### src/rtl/tsva_pkg.sv
`timescale 1ns / 1ps
// ---------------------------------------------------------------------------
// tsva_pkg
// Shared types and constants of the triple sensor voter: status codes,
// register indexes, the constant reciprocal for the three-way mean and the
// item tag that travels down the normalizing divider.
// ---------------------------------------------------------------------------
package tsva_pkg;

	// Status codes of one vote.
	typedef enum logic [2:0] {
		ST_ALL_AGREE = 3'd0,
		ST_A_BAD     = 3'd1,
		ST_B_BAD     = 3'd2,
		ST_C_BAD     = 3'd3,
		ST_TOTAL     = 3'd4
	} vote_status_t;

	// Configuration register indexes.
	localparam logic [1:0] REG_THROTTLE_FS = 2'd0;
	localparam logic [1:0] REG_PEDAL_FS    = 2'd1;

	// Full scale reset value and the saturated fraction (1.0 in 1/32768 units).
	localparam logic [15:0] FULL_SCALE_RST = 16'hFFFF;
	localparam logic [15:0] FRAC_ONE       = 16'h8000;

	// Number of quotient bits below 1.0, one per divider stage.
	localparam int DIV_BITS = 15;

	// x / 3 == (x * RECIP3) >> RECIP3_SHIFT, exact for x below 2**19.
	localparam logic [17:0] RECIP3       = 18'd174763;
	localparam int          RECIP3_SHIFT = 19;

	// Status and mean of one item, carried alongside the divider.
	typedef struct packed {
		vote_status_t status;
		logic [15:0]  mean;
	} tsva_tag_t;

endpackage

### src/rtl/tsva_if.sv
`timescale 1ns / 1ps
// ---------------------------------------------------------------------------
// tsva_in_if / tsva_out_if
// Valid/ready channels of the voter: three raw readings with a sensor kind
// in, and the vote status, mean and normalized level out.
// ---------------------------------------------------------------------------
interface tsva_in_if;
	logic        valid;
	logic        ready;
	logic [15:0] reading_a;
	logic [15:0] reading_b;
	logic [15:0] reading_c;
	logic        sensor_kind;

	modport source(output valid, output reading_a, output reading_b,
		output reading_c, output sensor_kind, input ready);
	modport sink(input valid, input reading_a, input reading_b,
		input reading_c, input sensor_kind, output ready);
endinterface

interface tsva_out_if;
	logic        valid;
	logic        ready;
	logic [2:0]  vote_status;
	logic [15:0] mean_reading;
	logic [15:0] normalized_level;

	modport source(output valid, output vote_status, output mean_reading,
		output normalized_level, input ready);
	modport sink(input valid, input vote_status, input mean_reading,
		input normalized_level, output ready);
endinterface

### src/rtl/tsva_frac_div.sv
`timescale 1ns / 1ps
// ---------------------------------------------------------------------------
// tsva_frac_div
// Pipelined restoring divider that turns the mean into a fraction of the
// full scale: floor(mean * 32768 / full), saturated at 32768. One quotient
// bit per stage; the last stage is the output register of the block.
// ---------------------------------------------------------------------------
module tsva_frac_div
	import tsva_pkg::*;
(
	input  logic        clk,
	input  logic        arst_n,
	input  logic        en,
	input  logic        in_vld,
	input  tsva_tag_t   in_tag,
	input  logic [15:0] full,
	output logic        out_vld,
	output tsva_tag_t   out_tag,
	output logic [15:0] out_level
);

	logic [DIV_BITS:0]     vld_s;
	tsva_tag_t             tag_s  [DIV_BITS+1];
	logic [15:0]           full_s [DIV_BITS+1];
	logic [15:0]           rem_s  [DIV_BITS+1];
	logic [DIV_BITS-1:0]   quo_s  [DIV_BITS+1];
	logic [DIV_BITS:0]     sat_s;

	// Valid bits of all stages advance together.
	always_ff @(posedge clk or negedge arst_n) begin
		if (!arst_n) begin
			vld_s <= '0;
		end else if (en) begin
			vld_s <= {vld_s[DIV_BITS-1:0], in_vld};
		end
	end

	// Entry stage: a mean at or above full scale saturates, otherwise the
	// remainder starts at the mean and is always below full scale.
	always_ff @(posedge clk) begin
		if (en) begin
			tag_s[0]  <= in_tag;
			full_s[0] <= full;
			rem_s[0]  <= in_tag.mean;
			quo_s[0]  <= '0;
			sat_s[0]  <= (in_tag.mean >= full);
		end
	end

	// One shift, compare and subtract per stage.
	for (genvar k = 1; k <= DIV_BITS; k++) begin : g_step
		logic [16:0] rem2;
		logic        ge;

		assign rem2 = {rem_s[k-1], 1'b0};
		assign ge   = (rem2 >= {1'b0, full_s[k-1]});

		always_ff @(posedge clk) begin
			if (en) begin
				tag_s[k]  <= tag_s[k-1];
				full_s[k] <= full_s[k-1];
				sat_s[k]  <= sat_s[k-1];
				quo_s[k]  <= {quo_s[k-1][DIV_BITS-2:0], ge};
				rem_s[k]  <= ge ? 16'(rem2 - {1'b0, full_s[k-1]}) : rem2[15:0];
			end
		end
	end

	assign out_vld = vld_s[DIV_BITS];
	assign out_tag = tag_s[DIV_BITS];

	// Total failure forces zero; saturation gives exactly 1.0.
	always_comb begin
		if (tag_s[DIV_BITS].status == ST_TOTAL) begin
			out_level = '0;
		end else if (sat_s[DIV_BITS]) begin
			out_level = FRAC_ONE;
		end else begin
			out_level = {1'b0, quo_s[DIV_BITS]};
		end
	end

endmodule

### src/rtl/triple_sensor_vote_average.sv
`timescale 1ns / 1ps
// ---------------------------------------------------------------------------
// triple_sensor_vote_average
// Majority voter for three redundant position sensor readings: checks the
// pairwise spread against a tenth of the largest reading, averages the
// surviving readings and scales the mean against the configured full scale.
//
//   channel    | dir | payload
//   -----------+-----+------------------------------------------------------
//   sensor_in  | in  | reading_a, reading_b, reading_c, sensor_kind
//   vote_out   | out | vote_status, mean_reading, normalized_level
//   cfg_*      | in  | cfg_we, cfg_index, cfg_data (throttle/pedal full scale)
//
// One request is taken per cycle while vote_out is not stalled. It passes 19
// register stages, the three voting stages plus the 16-stage divider (an
// entry stage and one stage per quotient bit), before its result is valid.
// Reset clears the valid bits and restores both full scales to 65535.
// A stall on vote_out holds the whole pipeline in place; sensor_in is
// ready whenever the output register is empty or being taken.
// ---------------------------------------------------------------------------
module triple_sensor_vote_average
	import tsva_pkg::*;
(
	input  logic        clk,
	input  logic        arst_n,
	tsva_in_if.sink     sensor_in,
	tsva_out_if.source  vote_out,
	input  logic        cfg_we,
	input  logic [1:0]  cfg_index,
	input  logic [15:0] cfg_data
);

	// 10 * (d + 1) <= top is the same test as d < floor(top / 10).
	function automatic logic tol_ok(input logic [15:0] d, input logic [15:0] top);
		logic [19:0] lim;
		lim = {1'b0, d, 3'b000} + {3'b000, d, 1'b0} + 20'd10;
		return lim <= {4'b0000, top};
	endfunction

	function automatic logic [15:0] abs_diff(input logic [15:0] x, input logic [15:0] y);
		return (x > y) ? (x - y) : (y - x);
	endfunction

	logic [15:0] throttle_fs_q;
	logic [15:0] pedal_fs_q;

	logic        en;
	logic        out_vld;
	tsva_tag_t   out_tag;
	logic [15:0] out_level;

	logic [15:0] top_in;

	logic         vld_s1;
	logic [15:0]  a_s1, b_s1, c_s1, top_s1, full_s1;
	logic [15:0]  dab_s1, dac_s1, dbc_s1;

	logic         ok_ab, ok_ac, ok_bc;
	logic         vld_s2;
	vote_status_t status_s2;
	logic [17:0]  sum_s2;
	logic         three_s2;
	logic [15:0]  full_s2;

	logic [35:0]  prod;
	logic         vld_s3;
	tsva_tag_t    tag_s3;
	logic [15:0]  full_s3;

	// Configuration registers; unknown indexes are ignored.
	always_ff @(posedge clk or negedge arst_n) begin
		if (!arst_n) begin
			throttle_fs_q <= FULL_SCALE_RST;
			pedal_fs_q    <= FULL_SCALE_RST;
		end else if (cfg_we) begin
			case (cfg_index)
				REG_THROTTLE_FS: throttle_fs_q <= cfg_data;
				REG_PEDAL_FS:    pedal_fs_q    <= cfg_data;
				default:         ;
			endcase
		end
	end

	// The whole pipeline moves unless the output register holds a result
	// that is not being taken.
	assign en              = !out_vld || vote_out.ready;
	assign sensor_in.ready = en;

	// Valid bits of the voting stages.
	always_ff @(posedge clk or negedge arst_n) begin
		if (!arst_n) begin
			vld_s1 <= 1'b0;
			vld_s2 <= 1'b0;
			vld_s3 <= 1'b0;
		end else if (en) begin
			vld_s1 <= sensor_in.valid;
			vld_s2 <= vld_s1;
			vld_s3 <= vld_s2;
		end
	end

	// Stage 1: largest reading, pairwise spreads and selected full scale.
	always_comb begin
		top_in = sensor_in.reading_a;
		if (sensor_in.reading_b > top_in) top_in = sensor_in.reading_b;
		if (sensor_in.reading_c > top_in) top_in = sensor_in.reading_c;
	end

	always_ff @(posedge clk) begin
		if (en) begin
			a_s1    <= sensor_in.reading_a;
			b_s1    <= sensor_in.reading_b;
			c_s1    <= sensor_in.reading_c;
			top_s1  <= top_in;
			full_s1 <= sensor_in.sensor_kind ? pedal_fs_q : throttle_fs_q;
			dab_s1  <= abs_diff(sensor_in.reading_a, sensor_in.reading_b);
			dac_s1  <= abs_diff(sensor_in.reading_a, sensor_in.reading_c);
			dbc_s1  <= abs_diff(sensor_in.reading_b, sensor_in.reading_c);
		end
	end

	// Stage 2: tolerance checks, rule priority and sum of the survivors.
	assign ok_ab = tol_ok(dab_s1, top_s1);
	assign ok_ac = tol_ok(dac_s1, top_s1);
	assign ok_bc = tol_ok(dbc_s1, top_s1);

	always_ff @(posedge clk) begin
		if (en) begin
			full_s2 <= full_s1;
			if (ok_ab && ok_ac && ok_bc) begin
				status_s2 <= ST_ALL_AGREE;
				sum_s2    <= {2'b00, a_s1} + {2'b00, b_s1} + {2'b00, c_s1};
				three_s2  <= 1'b1;
			end else if (ok_bc) begin
				status_s2 <= ST_A_BAD;
				sum_s2    <= {2'b00, b_s1} + {2'b00, c_s1};
				three_s2  <= 1'b0;
			end else if (ok_ac) begin
				status_s2 <= ST_B_BAD;
				sum_s2    <= {2'b00, a_s1} + {2'b00, c_s1};
				three_s2  <= 1'b0;
			end else if (ok_ab) begin
				status_s2 <= ST_C_BAD;
				sum_s2    <= {2'b00, a_s1} + {2'b00, b_s1};
				three_s2  <= 1'b0;
			end else begin
				status_s2 <= ST_TOTAL;
				sum_s2    <= '0;
				three_s2  <= 1'b0;
			end
		end
	end

	// Stage 3: mean by reciprocal multiply for three readings, halving for two.
	assign prod = sum_s2 * RECIP3;

	always_ff @(posedge clk) begin
		if (en) begin
			full_s3       <= full_s2;
			tag_s3.status <= status_s2;
			tag_s3.mean   <= three_s2 ? prod[RECIP3_SHIFT +: 16] : sum_s2[16:1];
		end
	end

	// Normalizing divider, ending in the output register.
	tsva_frac_div u_frac_div (
		.clk      (clk),
		.arst_n   (arst_n),
		.en       (en),
		.in_vld   (vld_s3),
		.in_tag   (tag_s3),
		.full     (full_s3),
		.out_vld  (out_vld),
		.out_tag  (out_tag),
		.out_level(out_level)
	);

	assign vote_out.valid            = out_vld;
	assign vote_out.vote_status      = out_tag.status;
	assign vote_out.mean_reading     = out_tag.mean;
	assign vote_out.normalized_level = out_level;

endmodule
### src/flat_wrapper.sv
// flat-port wrapper written by rule: the top's interface ports become plain ports
module triple_sensor_vote_average_flat import tsva_pkg::*;
  (clk, arst_n, cfg_we, cfg_index, cfg_data, sensor_in_valid, sensor_in_reading_a, sensor_in_reading_b, sensor_in_reading_c, sensor_in_sensor_kind, sensor_in_ready, vote_out_valid, vote_out_vote_status, vote_out_mean_reading, vote_out_normalized_level, vote_out_ready);
  tsva_in_if sensor_in_i ();
  tsva_out_if vote_out_i ();
  input  logic clk;
  input  logic arst_n;
  input  logic cfg_we;
  input  logic [1:0] cfg_index;
  input  logic [15:0] cfg_data;
  input wire logic [$bits(sensor_in_i.valid)-1:0] sensor_in_valid;
  input wire logic [$bits(sensor_in_i.reading_a)-1:0] sensor_in_reading_a;
  input wire logic [$bits(sensor_in_i.reading_b)-1:0] sensor_in_reading_b;
  input wire logic [$bits(sensor_in_i.reading_c)-1:0] sensor_in_reading_c;
  input wire logic [$bits(sensor_in_i.sensor_kind)-1:0] sensor_in_sensor_kind;
  output wire logic [$bits(sensor_in_i.ready)-1:0] sensor_in_ready;
  output wire logic [$bits(vote_out_i.valid)-1:0] vote_out_valid;
  output wire logic [$bits(vote_out_i.vote_status)-1:0] vote_out_vote_status;
  output wire logic [$bits(vote_out_i.mean_reading)-1:0] vote_out_mean_reading;
  output wire logic [$bits(vote_out_i.normalized_level)-1:0] vote_out_normalized_level;
  input wire logic [$bits(vote_out_i.ready)-1:0] vote_out_ready;
  assign sensor_in_i.valid = sensor_in_valid;
  assign sensor_in_i.reading_a = sensor_in_reading_a;
  assign sensor_in_i.reading_b = sensor_in_reading_b;
  assign sensor_in_i.reading_c = sensor_in_reading_c;
  assign sensor_in_i.sensor_kind = sensor_in_sensor_kind;
  assign sensor_in_ready = sensor_in_i.ready;
  assign vote_out_valid = vote_out_i.valid;
  assign vote_out_vote_status = vote_out_i.vote_status;
  assign vote_out_mean_reading = vote_out_i.mean_reading;
  assign vote_out_normalized_level = vote_out_i.normalized_level;
  assign vote_out_i.ready = vote_out_ready;
  triple_sensor_vote_average u_core (.clk(clk), .arst_n(arst_n), .sensor_in(sensor_in_i), .vote_out(vote_out_i), .cfg_we(cfg_we), .cfg_index(cfg_index), .cfg_data(cfg_data));
endmodule
### config.mk
export PLATFORM = sky130hd
export DESIGN_NAME = triple_sensor_vote_average_flat
export DESIGN_NICKNAME = d
export VERILOG_FILES = /design/src/rtl/tsva_pkg.sv /design/src/rtl/tsva_if.sv /design/src/rtl/tsva_frac_div.sv /design/src/rtl/triple_sensor_vote_average.sv /design/src/flat_wrapper.sv
export SDC_FILE = /design/constraint.sdc
export NUM_CORES = 2
export LEC_CHECK = 0
export BUFFER_PORTS_ARGS = -buffer_cell sky130_fd_sc_hd__buf_2
export CORE_AREA = 2 2 342 310
export CTS_BUF_LIST = sky130_fd_sc_hd__clkbuf_8
export DETAILED_ROUTE_END_ITERATION = 8
export DIE_AREA = 0 0 344 312
export PLACE_DENSITY_LB_ADDON = 0.1
export SKIP_CTS_REPAIR_TIMING = 1
export SLEW_MARGIN = 30
export SYNTH_ARGS = -nofsm -noshare
export SYNTH_HDL_FRONTEND = slang
export SYNTH_HIERARCHICAL = 1
export SYNTH_SLANG_ARGS = --single-unit
### constraint.sdc
create_clock -name clk -period 28.4 [get_ports clk]
set_input_delay 1.42 -clock clk [delete_from_list [all_inputs] [get_ports clk]]
set_output_delay 1.42 -clock clk [all_outputs]
set_load 0.1 [all_outputs]
==> results.py <==
metrics = {
    "setup_path": {
        "critical_path.max_fanout": 8,
        "cp-start-kind": "register",
        "path_class": "register to register",
        "endpoint_kind": "register",
        "worstPathRequired_ns": 29.01,
        "arrival_ns": 7.21,
    },
    "yosys": {
        "synth-main-ff-cell": "edfxtp_1",
        "ys_ff_latch": 1156,
        "async_reset_ff_share_pct": 4.41,
        "synth_seq_area_share_pct": 51.4,
        "synth_edf_count": 1105,
        "netlist_instances": 5551,
        "syn_nets": 6473,
        "syn_area_mm2": 0.0671,
        "ys_types": 94,
        "ys_warn_count": 6,
        "syn_area_per_cell_um2": 12.1,
    },
    "detailed_routing": {
        "route.detailed.drc": 0,
        "via_per_inst": 5.86,
        "drtPass1Iterations": 6,
        "drt_iter0_drc": 3476,
        "routed_wl_um": 143000,
        "vias": 42809,
        "wl_per_cell_um": 19.6,
        "final_antenna_net_count": 0,
    },
    "die": {
        "die_h_um": 312,
        "fp.coreArea_mm2": 0.103,
        "die-area_mm2": 0.107,
        "initial_utilization_pct": 64.9,
        "die_w_um": 344,
        "rows": 112,
        "ioPinCount": 109,
    },
    "timing": {
        "setup_tns_ns": 0,
        "drv_slew": 0,
        "post-route-period-util_pct": 23.2,
        "finalHoldViolations": 0,
        "finalSetupViolCount": 0,
        "fin_crit_ns": 6.60,
        "rsz0062_at_grt": "no",
        "slew_headroom_pct": 39.8,
        "skew_ns": 0.0403,
        "worst_slew_pin_slew_ns": 0.903,
        "timing.fmax_mhz": 152,
    },
    "finish": {
        "final_cell_area_mm2": 0.0728,
        "fill_cells": 7363,
        "areaGrowthSynthToFinish_pct": 8.41,
        "drive_above_1_share_pct": 10.7,
        "fin_nets": 6718,
    },
    "global_routing": {
        "grt_start_max_net_pins": 176,
        "grt_use_total_pct": 26.7,
        "grt_first_pass_wirelength_um": 224000,
        "antenna_found_initial": 9,
        "grt_pass1_vias": 41812,
        "globalRouteOverflowTotal": 0,
    },
    "placement": {
        "routabilityCongestion": 0.957,
        "dpl.hpwl_um": 109000,
        "place.port_buffers": 108,
        "placed_cell_area_mm2": 0.0693,
    },
    "clock_tree": {
        "cts_tree": "done",
        "cts_buffers": 181,
        "root_buffer": "clkbuf_8",
        "cts.clk_slew.worst_paths_ns": 0.06,
        "htreeDepth": 4,
        "clock_latency_ns": 0.87,
        "clkSinkCount": 1156,
        "cts_buffer_depth": 3,
    },
    "run": {
        "cap_violations": 0,
    },
    "hold_path": {
        "hold_class": "register to register",
    },
    "outcome": {
        "outcome": "finished, final reports clean",
    },
}
-- cell usage after synthesis (73+ instances only) --
cell      number  area share (%)
fa_1         131             3.9
nand2_1      280             1.6
mux2_2       153             2.6
xor2_1       115             1.5
nand3_1       73            0.54
o21ai_0      216             1.6
xnor2_1      188             2.5
nor3_1        91            0.68
edfxtp_1    1105              49
mux2i_1       80             1.2
inv_1        682             3.8
a21oi_1      361             2.7
a21o_1       135             1.5
ha_1         719              13
nor2_1       282             1.6
-- routing by layer --
metal / vias up / wire (µm) / global-route usage, %
met2: 1201 / 65100 / 41.9
met3: 280 / 9040 / 5.28
met5: - / 25 / 0
li1: 20750 / - / -
met4: 4 / 4280 / 8.70
met1: 20574 / 64700 / 37.6
-- final timing paths --
kind,startpoint,to,slack (ns),depth (start not counted)
max in group asynchronous,arst_n,u_core/pedal_fs_q[2],27.39,1
setup / recovery,u_core/sum_s2[1],u_core/tag_s3[11],21.80,21
setup reg to reg,u_core/sum_s2[1],u_core/tag_s3[11],21.80,21
hold reg to reg,u_core/full_s1[8],u_core/full_s2[8],0.40,0
min in group asynchronous,arst_n,u_core/vld_s2,0.60,1
hold / removal,u_core/full_s1[8],u_core/full_s2[8],0.40,0
-- worst max-delay path: stages, from the launching register on --
cell and delay [ns]:
edfxtp_1 0.54, ha_1 0.44, xor2_1 0.41, ha_1 0.32, inv_1 0.07, fa_1 0.40
inv_1 0.09, fa_1 0.43, fa_1 0.55, inv_1 0.06, fa_1 0.53, inv_1 0.05
ha_1 0.31, a211oi_1 0.27, o211ai_1 0.16, nor3_1 0.16, o21ai_0 0.16, nand3_1 0.18
nand3_1 0.22, a311o_1 0.46, and4b_1 0.20, or3_1 0.34
-- layout by cell type (no fill, tap or decap), types with 69 or more instances in the layout --
cell type / synthesis / final
nand2_1: 280 / 280
nand3_1: 73 / 73
nor3_1: 91 / 91
nand4_1: 69 / 69
edfxtp_1: 1105 / 1105
o21ai_0: 216 / 213
a21oi_1: 361 / 361
xnor2_1: 188 / 188
mux2_2: 153 / 153
mux2i_1: 80 / 80
fa_1: 131 / 131
nor2b_1: 69 / 69
inv_1: 682 / 749
buf_2: 19 / 107
ha_1: 719 / 719
xor2_1: 115 / 115
clkbuf_8: 0 / 183
nor2_1: 282 / 281
a21o_1: 135 / 135
-- kinds of logic after synthesis --
logic type,after synthesis,synth area share (%)
XOR/XNOR,303,3.95
buffers and inverters,762,4.36
AND/OR/NAND/NOR,1103,8.04
multiplexers,241,3.94
flip-flops,1156,51.4
AO/OA/AOI/OAI,1136,11.0
adder cells (fa/ha/maj),850,17.3
-- registers in the layout, summed over array words and instances (netlist names), 18 cells and up --
register / cells
u_core/tag_s3: 19
u_core/u_frac_div/full_s: 240
u_core/u_frac_div/quo_s: 120
u_core/u_frac_div/tag_s: 288
u_core/u_frac_div/rem_s: 240
u_core/sum_s2: 18
-- per-stage QoR --
stage	setup slack [ns]	std cells	hold WS, ns	utilization, %
finish	21.80	7303	0.396	70.4
floorplan	3.35	5551	0.400	-
global placement	20.96	6979	0.400	67.0
CTS	21.81	7301	0.398	70.3
global route	21.49	7303	0.397	70.4
detailed placement	20.84	6980	0.405	67.0
-- cell type report --
class / count / area [µm²] / share of cell area [%]
clock buffer: 183 / 2520 / 3.46
inverter: 682 / 2570 / 3.53
antenna: 1 / 2.50 / 0.00344
tap: 1368 / 1710 / 2.35
clock inverter: 138 / 865 / 1.19
multi-input combinational: 3633 / 29800 / 40.9
sequential: 1156 / 34500 / 47.4
timing repair buffer: 142 / 866 / 1.19
Power is left out: the tool's default activity adds up to more than one toggle a clock period on the data nets, which glitch-free logic cannot reach.
